## src/hdl/rar_pkg.sv

```systemverilog
// rar_pkg: shared constants, codes and control types of the rational arithmetic unit
// no dependencies; used by rar_mult, rar_engine and rational_arith_reduce_unit
package rar_pkg;

    // default operand width of one fraction term
    localparam int DEF_OPERAND_WIDTH = 16;

    // result field widths
    localparam int RES_NUM_W = 33;
    localparam int RES_DEN_W = 31;
    localparam int M_TDATA_W = RES_NUM_W + RES_DEN_W;
    localparam int FUNC_W    = 2;

    // operand slots inside s_tdata, lowest first
    localparam int FLD_AN   = 0;
    localparam int FLD_AD   = 1;
    localparam int FLD_BN   = 2;
    localparam int FLD_BD   = 3;
    localparam int N_FIELDS = 4;

    // operation codes
    typedef enum logic [FUNC_W-1:0] {
        FUNC_ADD = 2'd0,
        FUNC_SUB = 2'd1,
        FUNC_MUL = 2'd2,
        FUNC_DIV = 2'd3
    } func_t;

    // engine job kinds
    typedef enum logic {
        ENG_GCD = 1'b0,
        ENG_DIV = 1'b1
    } eng_mode_t;

    // sequencer to engine
    typedef struct packed {
        logic      start;
        eng_mode_t mode;
    } eng_ctrl_t;

    // engine to sequencer
    typedef struct packed {
        logic busy;
        logic done;
    } eng_status_t;

endpackage

```

## src/hdl/rational_arith_reduce_unit.sv

```systemverilog
// rational_arith_reduce_unit: top level, fraction add/sub/mul/div reduced to lowest terms
// depends on rar_pkg, rar_mult and rar_engine
// sequence: the multiply steps, the sum step, the gcd loop (shifts and subtracts on the two 2W-bit
//   terms, then the shift-back) and two divisions on one subtractor; a zero denominator skips the
//   gcd and both divisions
// throughput: one item at a time; s_tready returns when the result is loaded into the output register
// reset: aresetn synchronous active low, clears the sequencer, engine and output valid
module rational_arith_reduce_unit #(
    parameter int OPERAND_WIDTH = rar_pkg::DEF_OPERAND_WIDTH,
    localparam int S_TDATA_W = ((rar_pkg::N_FIELDS * OPERAND_WIDTH + 7) / 8) * 8
) (
    input  logic                          aclk,
    input  logic                          aresetn,
    input  logic                          s_tvalid,
    output logic                          s_tready,
    // a_num, a_den, b_num, b_den (each OPERAND_WIDTH, signed), then zero fill
    input  logic [S_TDATA_W-1:0]          s_tdata,
    // func
    input  logic [rar_pkg::FUNC_W-1:0]    s_tuser,
    output logic                          m_tvalid,
    input  logic                          m_tready,
    // res_num (33, signed), res_den (31)
    output logic [rar_pkg::M_TDATA_W-1:0] m_tdata,
    // zero_den_error
    output logic [0:0]                    m_tuser
);

    localparam int W   = OPERAND_WIDTH;
    localparam int MW  = 2 * W;
    localparam int NXW = (MW + 1 > rar_pkg::RES_NUM_W) ? MW + 1 : rar_pkg::RES_NUM_W;
    localparam int DXW = (MW > rar_pkg::RES_DEN_W) ? MW : rar_pkg::RES_DEN_W;

    typedef enum logic [6:0] {
        S_IDLE = 7'b0000001,
        S_MUL  = 7'b0000010,
        S_SUM  = 7'b0000100,
        S_GCD  = 7'b0001000,
        S_DIVN = 7'b0010000,
        S_DIVD = 7'b0100000,
        S_OUT  = 7'b1000000
    } seq_state_t;

    seq_state_t            state_reg, state_next;
    logic [1:0]            mul_cnt_reg, mul_cnt_next;
    rar_pkg::func_t        func_reg;
    logic [W-1:0]          mag_reg [rar_pkg::N_FIELDS];
    logic                  neg_reg [rar_pkg::N_FIELDS];
    logic [MW-1:0]         p_reg   [3];
    logic [MW-1:0]         num_mag_reg, num_mag_next;
    logic                  num_neg_reg, num_neg_next;
    logic [MW-1:0]         den_mag_reg;
    logic                  den_neg_reg, den_neg_next;
    logic                  err_reg, err_next;
    logic [MW-1:0]         g_reg, nm_reg, dm_reg;

    logic                  m_tvalid_reg, m_tvalid_next;
    logic [rar_pkg::M_TDATA_W-1:0] m_tdata_reg, m_tdata_next;
    logic                  m_tuser_reg, m_tuser_next;

    logic [W-1:0]          fld     [rar_pkg::N_FIELDS];
    logic [W-1:0]          fld_mag [rar_pkg::N_FIELDS];
    logic                  s_accept;
    logic                  out_free;

    logic [W-1:0]          mul_a, mul_b;
    logic [MW-1:0]         prod;

    rar_pkg::eng_ctrl_t    eng_ctrl;
    rar_pkg::eng_status_t  eng_status;
    logic [MW-1:0]         eng_a, eng_b, eng_result;

    logic                  sa, sb, sd;
    logic                  res_neg;
    logic signed [MW:0]    nres;
    logic signed [NXW-1:0] num_x;
    logic [DXW-1:0]        den_x;

    assign s_tready = (state_reg == S_IDLE);
    assign s_accept = s_tvalid && s_tready;
    assign out_free = !m_tvalid_reg || m_tready;

    // operand fields and their magnitudes
    always_comb begin
        for (int i = 0; i < rar_pkg::N_FIELDS; i++) begin
            fld[i]     = s_tdata[i*W +: W];
            fld_mag[i] = fld[i][W-1] ? (W'(0) - fld[i]) : fld[i];
        end
    end

    // multiplier operand select per step
    always_comb begin
        mul_a = '0;
        mul_b = '0;
        case (mul_cnt_reg)
            2'd0: begin
                mul_a = mag_reg[rar_pkg::FLD_AN];
                mul_b = (func_reg == rar_pkg::FUNC_MUL) ? mag_reg[rar_pkg::FLD_BN]
                                                        : mag_reg[rar_pkg::FLD_BD];
            end
            2'd1: begin
                if (func_reg == rar_pkg::FUNC_ADD || func_reg == rar_pkg::FUNC_SUB) begin
                    mul_a = mag_reg[rar_pkg::FLD_AD];
                    mul_b = mag_reg[rar_pkg::FLD_BN];
                end
            end
            2'd2: begin
                mul_a = mag_reg[rar_pkg::FLD_AD];
                mul_b = (func_reg == rar_pkg::FUNC_DIV) ? mag_reg[rar_pkg::FLD_BN]
                                                        : mag_reg[rar_pkg::FLD_BD];
            end
            default: begin
                mul_a = '0;
                mul_b = '0;
            end
        endcase
    end

    rar_mult #(
        .OPERAND_WIDTH(OPERAND_WIDTH)
    ) u_mult (
        .aclk  (aclk),
        .mul_a (mul_a),
        .mul_b (mul_b),
        .prod  (prod)
    );

    // raw signs of the three products
    always_comb begin
        sa = neg_reg[rar_pkg::FLD_AN] ^ ((func_reg == rar_pkg::FUNC_MUL) ?
                                          neg_reg[rar_pkg::FLD_BN] : neg_reg[rar_pkg::FLD_BD]);
        sb = neg_reg[rar_pkg::FLD_AD] ^ neg_reg[rar_pkg::FLD_BN] ^
             (func_reg == rar_pkg::FUNC_SUB);
        sd = neg_reg[rar_pkg::FLD_AD] ^ ((func_reg == rar_pkg::FUNC_DIV) ?
                                          neg_reg[rar_pkg::FLD_BN] : neg_reg[rar_pkg::FLD_BD]);
    end

    // signed sum of the two numerator products
    always_comb begin
        if (sa == sb) begin
            num_mag_next = p_reg[0] + p_reg[1];
            num_neg_next = sa;
        end else if (p_reg[0] >= p_reg[1]) begin
            num_mag_next = p_reg[0] - p_reg[1];
            num_neg_next = sa;
        end else begin
            num_mag_next = p_reg[1] - p_reg[0];
            num_neg_next = sb;
        end
        if (num_mag_next == '0) begin
            num_neg_next = 1'b0;
        end
        den_neg_next = sd;
        err_next     = (p_reg[2] == '0);
    end

    // reduced result with sign, masked to the output fields
    always_comb begin
        res_neg = (nm_reg != '0) && (num_neg_reg != den_neg_reg);
        nres    = res_neg ? ((MW+1)'(0) - {1'b0, nm_reg}) : {1'b0, nm_reg};
        num_x   = NXW'(nres);
        den_x   = DXW'(dm_reg);
    end

    // sequencer
    always_comb begin
        state_next    = state_reg;
        mul_cnt_next  = mul_cnt_reg;
        eng_ctrl      = '{start: 1'b0, mode: rar_pkg::ENG_GCD};
        eng_a         = num_mag_reg;
        eng_b         = eng_result;
        m_tvalid_next = m_tvalid_reg && !m_tready;
        m_tdata_next  = m_tdata_reg;
        m_tuser_next  = m_tuser_reg;
        case (state_reg)
            S_IDLE: begin
                if (s_accept) begin
                    mul_cnt_next = '0;
                    state_next   = S_MUL;
                end
            end
            S_MUL: begin
                mul_cnt_next = mul_cnt_reg + 2'd1;
                if (mul_cnt_reg == 2'd3) begin
                    state_next = S_SUM;
                end
            end
            S_SUM: begin
                if (err_next) begin
                    state_next = S_OUT;
                end else begin
                    eng_ctrl   = '{start: 1'b1, mode: rar_pkg::ENG_GCD};
                    eng_a      = num_mag_next;
                    eng_b      = p_reg[2];
                    state_next = S_GCD;
                end
            end
            S_GCD: begin
                if (eng_status.done) begin
                    eng_ctrl   = '{start: 1'b1, mode: rar_pkg::ENG_DIV};
                    eng_a      = num_mag_reg;
                    eng_b      = eng_result;
                    state_next = S_DIVN;
                end
            end
            S_DIVN: begin
                if (eng_status.done) begin
                    eng_ctrl   = '{start: 1'b1, mode: rar_pkg::ENG_DIV};
                    eng_a      = den_mag_reg;
                    eng_b      = g_reg;
                    state_next = S_DIVD;
                end
            end
            S_DIVD: begin
                if (eng_status.done) begin
                    state_next = S_OUT;
                end
            end
            S_OUT: begin
                if (out_free) begin
                    m_tvalid_next = 1'b1;
                    m_tuser_next  = err_reg;
                    if (err_reg) begin
                        m_tdata_next = '0;
                    end else begin
                        m_tdata_next = {den_x[rar_pkg::RES_DEN_W-1:0],
                                        num_x[rar_pkg::RES_NUM_W-1:0]};
                    end
                    state_next = S_IDLE;
                end
            end
            default: begin
                state_next = S_IDLE;
            end
        endcase
    end

    rar_engine #(
        .OPERAND_WIDTH(OPERAND_WIDTH)
    ) u_engine (
        .aclk    (aclk),
        .aresetn (aresetn),
        .ctrl    (eng_ctrl),
        .op_a    (eng_a),
        .op_b    (eng_b),
        .status  (eng_status),
        .result  (eng_result)
    );

    // control registers
    always_ff @(posedge aclk) begin
        if (!aresetn) begin
            state_reg    <= S_IDLE;
            m_tvalid_reg <= 1'b0;
        end else begin
            state_reg    <= state_next;
            m_tvalid_reg <= m_tvalid_next;
        end
    end

    // payload registers
    always_ff @(posedge aclk) begin
        mul_cnt_reg <= mul_cnt_next;
        m_tdata_reg <= m_tdata_next;
        m_tuser_reg <= m_tuser_next;
        if (s_accept) begin
            func_reg <= rar_pkg::func_t'(s_tuser);
            for (int i = 0; i < rar_pkg::N_FIELDS; i++) begin
                mag_reg[i] <= fld_mag[i];
                neg_reg[i] <= fld[i][W-1];
            end
        end
        if (state_reg == S_MUL && mul_cnt_reg != 2'd0) begin
            p_reg[mul_cnt_reg - 2'd1] <= prod;
        end
        if (state_reg == S_SUM) begin
            num_mag_reg <= num_mag_next;
            num_neg_reg <= num_neg_next;
            den_mag_reg <= p_reg[2];
            den_neg_reg <= den_neg_next;
            err_reg     <= err_next;
        end
        if (eng_status.done) begin
            if (state_reg == S_GCD) begin
                g_reg <= eng_result;
            end
            if (state_reg == S_DIVN) begin
                nm_reg <= eng_result;
            end
            if (state_reg == S_DIVD) begin
                dm_reg <= eng_result;
            end
        end
    end

    assign m_tvalid = m_tvalid_reg;
    assign m_tdata  = m_tdata_reg;
    assign m_tuser  = m_tuser_reg;

    // an error result carries 0/0
    a_err_zero: assert property (@(posedge aclk) disable iff (!aresetn)
        m_tvalid && m_tuser[0] |-> m_tdata == '0)
        else $error("error result with nonzero fields");

    // a good result has a nonzero denominator
    a_den_nonzero: assert property (@(posedge aclk) disable iff (!aresetn)
        m_tvalid && !m_tuser[0] |-> m_tdata[rar_pkg::M_TDATA_W-1:rar_pkg::RES_NUM_W] != '0)
        else $error("zero denominator without error flag");

    // busy right after taking an item
    a_busy_after_accept: assert property (@(posedge aclk) disable iff (!aresetn)
        s_tvalid && s_tready |=> !s_tready)
        else $error("ready while an item is in work");

    // engine jobs are only issued to an idle engine
    a_engine_idle_start: assert property (@(posedge aclk) disable iff (!aresetn)
        eng_ctrl.start |-> !eng_status.busy)
        else $error("engine started while busy");

endmodule

```

## src/hdl/rar_mult.sv

```systemverilog
// rar_mult: shared unsigned magnitude multiplier with a registered product
// depends on rar_pkg for the default operand width
module rar_mult #(
    parameter int OPERAND_WIDTH = rar_pkg::DEF_OPERAND_WIDTH
) (
    input  logic                       aclk,
    input  logic [OPERAND_WIDTH-1:0]   mul_a,
    input  logic [OPERAND_WIDTH-1:0]   mul_b,
    output logic [2*OPERAND_WIDTH-1:0] prod
);

    localparam int MW = 2 * OPERAND_WIDTH;

    logic [MW-1:0] prod_reg;
    logic [MW-1:0] prod_next;

    // full-width product of two magnitudes
    assign prod_next = MW'(mul_a) * MW'(mul_b);

    always_ff @(posedge aclk) begin
        prod_reg <= prod_next;
    end

    assign prod = prod_reg;

endmodule

```

## src/hdl/rar_engine.sv

```systemverilog
// rar_engine: iterative gcd (binary, shift and subtract) and restoring divider
// both jobs share one subtractor; depends on rar_pkg for control types
module rar_engine #(
    parameter int OPERAND_WIDTH = rar_pkg::DEF_OPERAND_WIDTH
) (
    input  logic                        aclk,
    input  logic                        aresetn,
    input  rar_pkg::eng_ctrl_t          ctrl,
    input  logic [2*OPERAND_WIDTH-1:0]  op_a,
    input  logic [2*OPERAND_WIDTH-1:0]  op_b,
    output rar_pkg::eng_status_t        status,
    output logic [2*OPERAND_WIDTH-1:0]  result
);

    localparam int MW = 2 * OPERAND_WIDTH;
    localparam int SW = MW + 2;
    localparam int KW = $clog2(MW + 1);
    localparam int CW = $clog2(MW);

    typedef enum logic [3:0] {
        E_IDLE = 4'b0001,
        E_GCD  = 4'b0010,
        E_SHL  = 4'b0100,
        E_DIV  = 4'b1000
    } eng_phase_t;

    eng_phase_t        phase_reg, phase_next;
    logic              done_reg, done_next;
    rar_pkg::eng_mode_t mode_reg, mode_next;
    logic [MW-1:0]     x_reg, x_next;
    logic [MW-1:0]     y_reg, y_next;
    logic [MW-1:0]     d_reg, d_next;
    logic [KW-1:0]     k_reg, k_next;
    logic [CW-1:0]     cnt_reg, cnt_next;

    logic [MW:0]       rs;
    logic [SW-1:0]     sub_a, sub_b, diff;
    logic              borrow;

    // shared subtractor: x - y for gcd, partial remainder - divisor for division
    always_comb begin
        rs = {y_reg, x_reg[MW-1]};
        if (phase_reg == E_DIV) begin
            sub_a = SW'(rs);
            sub_b = SW'(d_reg);
        end else begin
            sub_a = SW'(x_reg);
            sub_b = SW'(y_reg);
        end
        diff   = sub_a - sub_b;
        borrow = diff[SW-1];
    end

    // step sequencing
    always_comb begin
        phase_next = phase_reg;
        done_next  = 1'b0;
        mode_next  = mode_reg;
        x_next     = x_reg;
        y_next     = y_reg;
        d_next     = d_reg;
        k_next     = k_reg;
        cnt_next   = cnt_reg;
        case (phase_reg)
            E_IDLE: begin
                if (ctrl.start) begin
                    mode_next = ctrl.mode;
                    x_next    = op_a;
                    if (ctrl.mode == rar_pkg::ENG_GCD) begin
                        y_next     = op_b;
                        k_next     = '0;
                        phase_next = E_GCD;
                    end else begin
                        y_next     = '0;
                        d_next     = op_b;
                        cnt_next   = '0;
                        phase_next = E_DIV;
                    end
                end
            end
            E_GCD: begin
                if (x_reg == '0) begin
                    phase_next = E_SHL;
                end else if (!x_reg[0] && !y_reg[0]) begin
                    // common factor of two
                    x_next = x_reg >> 1;
                    y_next = y_reg >> 1;
                    k_next = k_reg + KW'(1);
                end else if (!x_reg[0]) begin
                    x_next = x_reg >> 1;
                end else if (!y_reg[0]) begin
                    y_next = y_reg >> 1;
                end else if (!borrow) begin
                    x_next = diff[MW-1:0];
                end else begin
                    // both odd and x below y: swap so the next subtract stays positive
                    x_next = y_reg;
                    y_next = x_reg;
                end
            end
            E_SHL: begin
                // put back the common powers of two
                if (k_reg == '0) begin
                    done_next  = 1'b1;
                    phase_next = E_IDLE;
                end else begin
                    y_next = y_reg << 1;
                    k_next = k_reg - KW'(1);
                end
            end
            E_DIV: begin
                y_next = borrow ? rs[MW-1:0] : diff[MW-1:0];
                x_next = {x_reg[MW-2:0], ~borrow};
                if (cnt_reg == CW'(MW - 1)) begin
                    done_next  = 1'b1;
                    phase_next = E_IDLE;
                end else begin
                    cnt_next = cnt_reg + CW'(1);
                end
            end
            default: begin
                phase_next = E_IDLE;
            end
        endcase
    end

    // control registers
    always_ff @(posedge aclk) begin
        if (!aresetn) begin
            phase_reg <= E_IDLE;
            done_reg  <= 1'b0;
        end else begin
            phase_reg <= phase_next;
            done_reg  <= done_next;
        end
    end

    // datapath registers
    always_ff @(posedge aclk) begin
        mode_reg <= mode_next;
        x_reg    <= x_next;
        y_reg    <= y_next;
        d_reg    <= d_next;
        k_reg    <= k_next;
        cnt_reg  <= cnt_next;
    end

    assign status.busy = (phase_reg != E_IDLE);
    assign status.done = done_reg;
    assign result      = (mode_reg == rar_pkg::ENG_DIV) ? x_reg : y_reg;

endmodule
```

## config.mk

```make
export PLATFORM = sky130hd
export DESIGN_NAME = rational_arith_reduce_unit
export DESIGN_NICKNAME = d
export VERILOG_FILES = /design/src/hdl/rar_pkg.sv /design/src/hdl/rational_arith_reduce_unit.sv /design/src/hdl/rar_mult.sv /design/src/hdl/rar_engine.sv
export SDC_FILE = /design/constraint.sdc
export NUM_CORES = 2
export LEC_CHECK = 0
export BUFFER_PORTS_ARGS = -buffer_cell sky130_fd_sc_hd__buf_2
export CAP_MARGIN = 20
export CELL_PAD_IN_SITES_DETAIL_PLACEMENT = 1
export CELL_PAD_IN_SITES_GLOBAL_PLACEMENT = 1
export CORE_ASPECT_RATIO = 1.75
export CORE_UTILIZATION = 49
export DETAILED_ROUTE_END_ITERATION = 8
export PLACE_DENSITY = 0.81
export SYNTH_ARGS = -nofsm -noshare
export SYNTH_HDL_FRONTEND = slang
export SYNTH_HIERARCHICAL = 1
export SYNTH_SLANG_ARGS = --single-unit
```

## constraint.sdc

```tcl
create_clock -name aclk -period 11.34 [get_ports aclk]
set_input_delay 1.701 -clock aclk [delete_from_list [all_inputs] [get_ports aclk]]
set_output_delay 1.701 -clock aclk [all_outputs]
set_load 0.02 [all_outputs]
```

Yosys cells after proc, flatten, opt, wreduce, memory -nomap -nowiden
Memory sizes are Yosys's and may differ from the RTL's.
Index checks and enable logic that the tools add are counted.
Operators by class
  bitwise gates (word level): 6
  multipliers: 1
  mux-type cells: 81
  divide/modulo/power cells: 0
  order comparisons: 1
  shifts and indexed selects: 0
  reductions and logical operators: 41
  $add $sub $neg: 14
  eq/ne operators: 39
Operators with widths (count)
  two-way mux 32 bit: 24
  two-way mux 16 bit: 8
  one-hot mux 32 bit (2 select lines): 2
  one-hot mux 32 bit (4 select lines): 1
  zero test 32 bit: 3
  one-hot mux 16 bit (3 select lines): 2
  one-hot mux 32 bit (3 select lines): 1
  subtractor 1 x 16 -> 16 bit, first input constant: 4
  subtractor 32 bit: 2
  two-way mux 7 bit: 7
  one-hot mux 7 bit (7 select lines): 1
  subtractor 33 x 32 -> 34 bit: 1
  two-way mux 33 bit: 1
  subtractor 1 x 32 -> 33 bit, first input constant: 1
  adder 32 bit: 1
  >= comparator 32 bit: 1
  multiplier 16 x 16 -> 32 bit: 1
  nonzero test 32 bit: 1
  two-way mux 6 bit: 5
  two-way mux 4 bit: 5
  one-hot mux 6 bit (3 select lines): 1
  AND reduction 6 bit: 3
  inequality test 2 x 1 -> 1 bit, second input constant: 8
  inequality test 2 bit, second input constant: 8
  other kinds (45): 91
Storage, ports and cells
  output and inout port bits: 67
  register bits after elaboration: 384
  logic and storage cells: 212
  input bits: 70
  memories: 3
  bits in latches: 0
  bits in writable memories: 164
  bits in read-only memories: 0
Memories
  p_reg: depth 3, bits a word 32, read ports 3, clocked after memory_dff 0, wr ports 1, line rational_arith_reduce_unit.sv:48  | logic [MW-1:0] p_reg [3];
  mag_reg: depth 4, bits a word 16, read ports 4, clocked after memory_dff 0, wr ports 4, line rational_arith_reduce_unit.sv:46  | logic [W-1:0] mag_reg [rar_pkg::N_FIELDS];
  neg_reg: depth 4, bits a word 1, read ports 4, clocked after memory_dff 0, wr ports 4, line rational_arith_reduce_unit.sv:47  | logic neg_reg [rar_pkg::N_FIELDS];

Depth between registers and ports, before layout
  depth after elaboration: 9
  mapped depth: 29
  mapped depth without buffers: 27

Modules after synthesis
Netlist, hierarchy kept.
Modules (own cells, without submodules)
  rational_arith_reduce_unit: area an instance 21435.6 um^2, sequential area each 12021.5 um^2, instances 1, cells an instance 1865
  rar_mult: area an instance 9145.0 um^2, sequential area each 640.6 um^2, instances 1, cells an instance 1017
  rar_engine: area an instance 8877.3 um^2, sequential area each 3343.2 um^2, instances 1, cells an instance 944

Least setup slack after synthesis
Ideal clock, no wire load.
  path type: reg-to-reg
  start: register mul_cnt_reg[0]
  end: register u_mult.prod_reg[25] (netlist: u_mult/prod[25])
  path buffers: 3
  slack: 3.980 ns
  data required time: 11.209 ns
  library setup time: 0.131 ns
  period minus slack after synthesis: 7.360 ns
  arrival time: 7.229 ns
  cell stages (with the launch flop): 30
  path through: edfxtp_1 inv_1 ha_1 clkbuf_1 mux2i_1 a21oi_1 clkbuf_1 a22oi_1 nor2_1 clkbuf_1 nand2_1 fa_1 inv_1 fa_1 inv_1 fa_1 inv_1 fa_1 fa_1 inv_1 fa_1 inv_1 ha_1 a21oi_1 o21ai_0 a221oi_1 o31ai_1 a21oi_1 o31ai_1 xor2_1
Between the ends
  longest elaborated chain between the ends: 3
  elaborated cells on any way between the ends: 6
  those cells by class: mul: 1; eq/ne: 2; mux: 2; reduce/logical: 1
Ends and longest elaborated chain
  start: declaration: line rational_arith_reduce_unit.sv:44  | logic [1:0] mul_cnt_reg, mul_cnt_next;
  start signal: assignment: line rational_arith_reduce_unit.sv:262  | mul_cnt_reg <= mul_cnt_next;
  == test 2 bit (tied with other cells): line rational_arith_reduce_unit.sv:94  | case (mul_cnt_reg)
  one-hot mux 16 bit (3 select lines) (*): line rational_arith_reduce_unit.sv:94
  named net mul_b[9]: line rational_arith_reduce_unit.sv:65  | logic [W-1:0] mul_a, mul_b;
  multiplier 16 x 16 -> 32 bit (*): line rar_mult.sv:18  | assign prod_next = MW'(mul_a) * MW'(mul_b);
  named net u_mult.prod_next[25]: line rar_mult.sv:15  | logic [MW-1:0] prod_next;
  end signal: assignment: line rar_mult.sv:21  | prod_reg <= prod_next;
  end: declaration: line rar_mult.sv:14  | logic [MW-1:0] prod_reg;
The timed path passes the listed nets; every way through them passes the cells marked *.
A chain may end at the register's enable or synchronous reset.

Worst setup path after layout
  start: register mul_cnt_reg[0]
  end: register u_mult.prod_reg[28] (netlist: u_mult/prod[28])
The elaborated chain is that of the path after synthesis.

==> flow_metrics.py <==
metrics = {
    "die": {
        "chipWidth_um": 216.5,
        "start_util_pct": 49.50,
        "core-area_mm2": 0.07971,
        "io_pins": 137,
        "die_y_um": 377.4,
        "placementRows": 137,
        "fp.dieArea_mm2": 0.08171,
    },
    "synthesis": {
        "async_flop_share_pct": 0,
        "syn_avg_cell_area_um2": 10.31,
        "ys_warn_count": 6,
        "netlist_top_cells_count": "503 x edfxtp_1, 418 x inv_1, 363 x nand2_1, 246 x ha_1, 210 x a21oi_1",
        "synth_top_area_cell": "edfxtp_1",
        "synth_most_common_cell": "edfxtp_1",
        "synth-seq-cells": 548,
        "synth_area_leaders": "edfxtp_1 38%, fa_1 10%, ha_1 7.8%",
        "synth_nets": 4341,
        "yosysTopAreaCellShare_pct": 38.28,
        "synth_flop_cell": "edfxtp_1",
        "ys_seq_area_share_pct": 40.56,
        "synth-edff-count": 503,
        "syn_inst": 3826,
        "netlist_area_mm2": 0.03946,
        "ys_types": 97,
    },
    "power_and_ir_drop": {
        "clock_power_share_pct": 21.1,
        "p_seq_share_pct": 31.4,
        "power.density_mw_per_mm2": 200.1,
        "pwr-share-comb_pct": 47.5,
        "p_leak_nw": 17.46,
        "p_int_mw": 4.914,
        "p_sw_share_pct": 42.99,
        "ir_drop_mv": 0.1736,
        "p_sw_mw": 3.705,
    },
    "placement": {
        "gp_congestion": 0.9758,
        "portBuffers": 136,
        "dp_hpwl_um": 106200,
    },
    "detailed_routing": {
        "dr.first_iter.drc_count": 2440,
        "wl_per_cell_um": 27.76,
        "vias": 31591,
        "wirelength_um": 138600,
        "drc": 0,
        "viasPerCell": 6.328,
        "ant_nets": 0,
        "first_pass_iters": 7,
    },
    "worst_setup_path": {
        "r2r_slack_ns": 2.96,
        "crit_path_max_incr_delay_ns": 0.86,
        "path_class": "register to register",
        "cp.buffers_inverters": 6,
        "rr_startpoint": "mul_cnt_reg[0]",
        "cp-start-kind": "register",
        "cpMostUsedCell": "fa_1",
        "cp_slowest_cell": "nor2_1",
        "critical-path-top-delay-family": "adder cells",
        "cp.arrival_ns": 8.93,
        "r2r-end": "u_mult/prod[28]",
        "end_kind": "register",
        "worstPathMaxFanout": 20,
        "startpoint": "mul_cnt_reg[0]",
        "r2r_cells": 26,
        "cp_num_cells": 26,
        "cp.required_ns": 11.89,
    },
    "finish": {
        "drive_above_1_share_pct": 10.27,
        "final_nets": 4416,
        "largest_reg_flops": 96,
        "final.fill_count": 8735,
        "final_core_util_pct": 54.04,
        "synthToLayoutAreaGrowth_pct": 9.170,
    },
    "clocking": {
        "htree_levels": 2,
        "post_cts_buffers": 0,
        "cts_resized": 0,
        "cts.clk_slew.worst_paths_ns": 0.06,
        "clock-sinks": 548,
        "cts_buffer_depth": 3,
        "clk_latency_ns": 0.65,
        "cts_tree": "built",
        "cts_hold_buf": 0,
        "numCtsBuffers": 53,
        "clock-root-buffer": "clkbuf_16",
    },
    "global_route": {
        "antenna_found_initial": 2,
        "grt_pass1_wl_um": 206300,
        "track_usage_pct": 33.85,
        "first_global_vias": 34737,
        "gr-total-overflow": 0,
        "grt_max_degree": 82,
    },
    "hold_path": {
        "min_path_cells": 0,
        "hp-class": "register to register",
        "hold_start": "u_mult/prod[10]",
        "holdPathEnd": "p_reg[2][10]",
    },
    "timing": {
        "maxSlewViolCount": 0,
        "skew_ns": 0.02831,
        "hold_violations": 0,
        "tns_ns": 0,
        "finalSetupViolations": 0,
        "period_needed_ns": 8.382,
        "max_freq_mhz": 119.3,
        "finalCritPeriodShare_pct": 73.91,
        "worst_pin_slew_ns": 1.147,
        "slew_headroom_pct": 23.24,
        "grt_setup_unrepaired": "false",
    },
    "status": {
        "status": "finished clean",
    },
    "flow_run": {
        "maxCapViolations": 0,
    },
}
power by group through the flow:
| stage | logic (mW) | clock network [mW] | registers (mW) |
|---|---|---|---|
| 2_1_floorplan | 2.75 | 0 | 2.58 |
| 3_3_place_gp | 3.90 | 0 | 2.72 |
| 3_5_place_dp | 4.04 | 0 | 2.73 |
| 4_1_cts | 4.07 | 1.84 | 2.68 |
| 5_1_grt | 4.48 | 1.90 | 2.71 |
| 6_report | 4.10 | 1.82 | 2.70 |
layer usage:
layer | track usage [%] | vias to the layer above | share of wire (%)
li1 | - | 13850 | -
met1 | 30.17 | 15894 | 30
met2 | 64.92 | 1260 | 54
met3 | 4.275 | 583 | 4.6
met4 | 31.09 | 4 | 11
met5 | 0 | - | 0.018
placed cells by master (no fill, tap or decap), drive strengths merged, types with 24 or more instances in the layout:
master  Yosys  final
a21o       48     48
a22oi      46     46
o211ai     28     28
edfxtp    503    503
xnor2     127    127
clkinv      1     24
fa        199    199
nor4       39     39
nor2      200    200
mux2       61     61
and2      145    145
ha        246    246
and3       30     30
dfxtp      45     45
a21oi     211    211
buf        45    209
o21bai     29     29
nand3      46     46
nand4      27     27
mux2i      52     52
xor2       41     41
nand2     364    364
o31ai      37     37
o21ai     169    169
inv       419    423
or3        27     27
nor2b      66     66
clkbuf    145     66
a222oi    109    109
a31oi      28     28
nor3       53     53
metrics by stage:
step	cells	instance area [um2]	worst slack [ns]	power, mW	hold slack [ns]
2_1_floorplan	3826	39460	3.980	5.333	0.4210
3_3_place_gp	4877	41220	2.549	6.622	0.4827
3_5_place_dp	4878	41220	2.257	6.768	0.4772
4_1_cts	4976	42980	2.214	8.599	0.4919
5_1_grt	4986	43060	2.444	9.094	0.5198
6_report	4992	43080	2.958	8.618	0.4943
cells by family after synthesis:
kind of cell / synth area share, %
compound gates: 15.37
xor+xnor: 3.767
fa+ha+maj: 17.90
buf+inv: 5.974
flops: 40.56
mux: 3.060
simple gates: 13.37
how the worst max path moves through the flow:
| stage | end | slack [ns] |
|---|---|---|
| floorplan | u_mult/prod[25] | 3.98 |
| global placement | u_mult/prod[19] | 2.55 |
| detailed placement | u_mult/prod[25] | 2.26 |
| CTS | u_mult/prod[25] | 2.21 |
| global route | u_mult/prod[25] | 2.44 |
| finish | u_mult/prod[28] | 2.96 |
layout make-up:
type	instances	area (um2)	area share (%)
Tap cell	1042	1304	3.027
Multi-Input combinational cell	2668	21180	49.16
Sequential cell	548	16010	37.16
Clock buffer	66	1429	3.317
Timing Repair Buffer	210	1242	2.884
Inverter	420	1577	3.660
Antenna cell	6	15.01	0.03486
Clock inverter	32	327.8	0.7610
(Power assumes the default switching activity.)
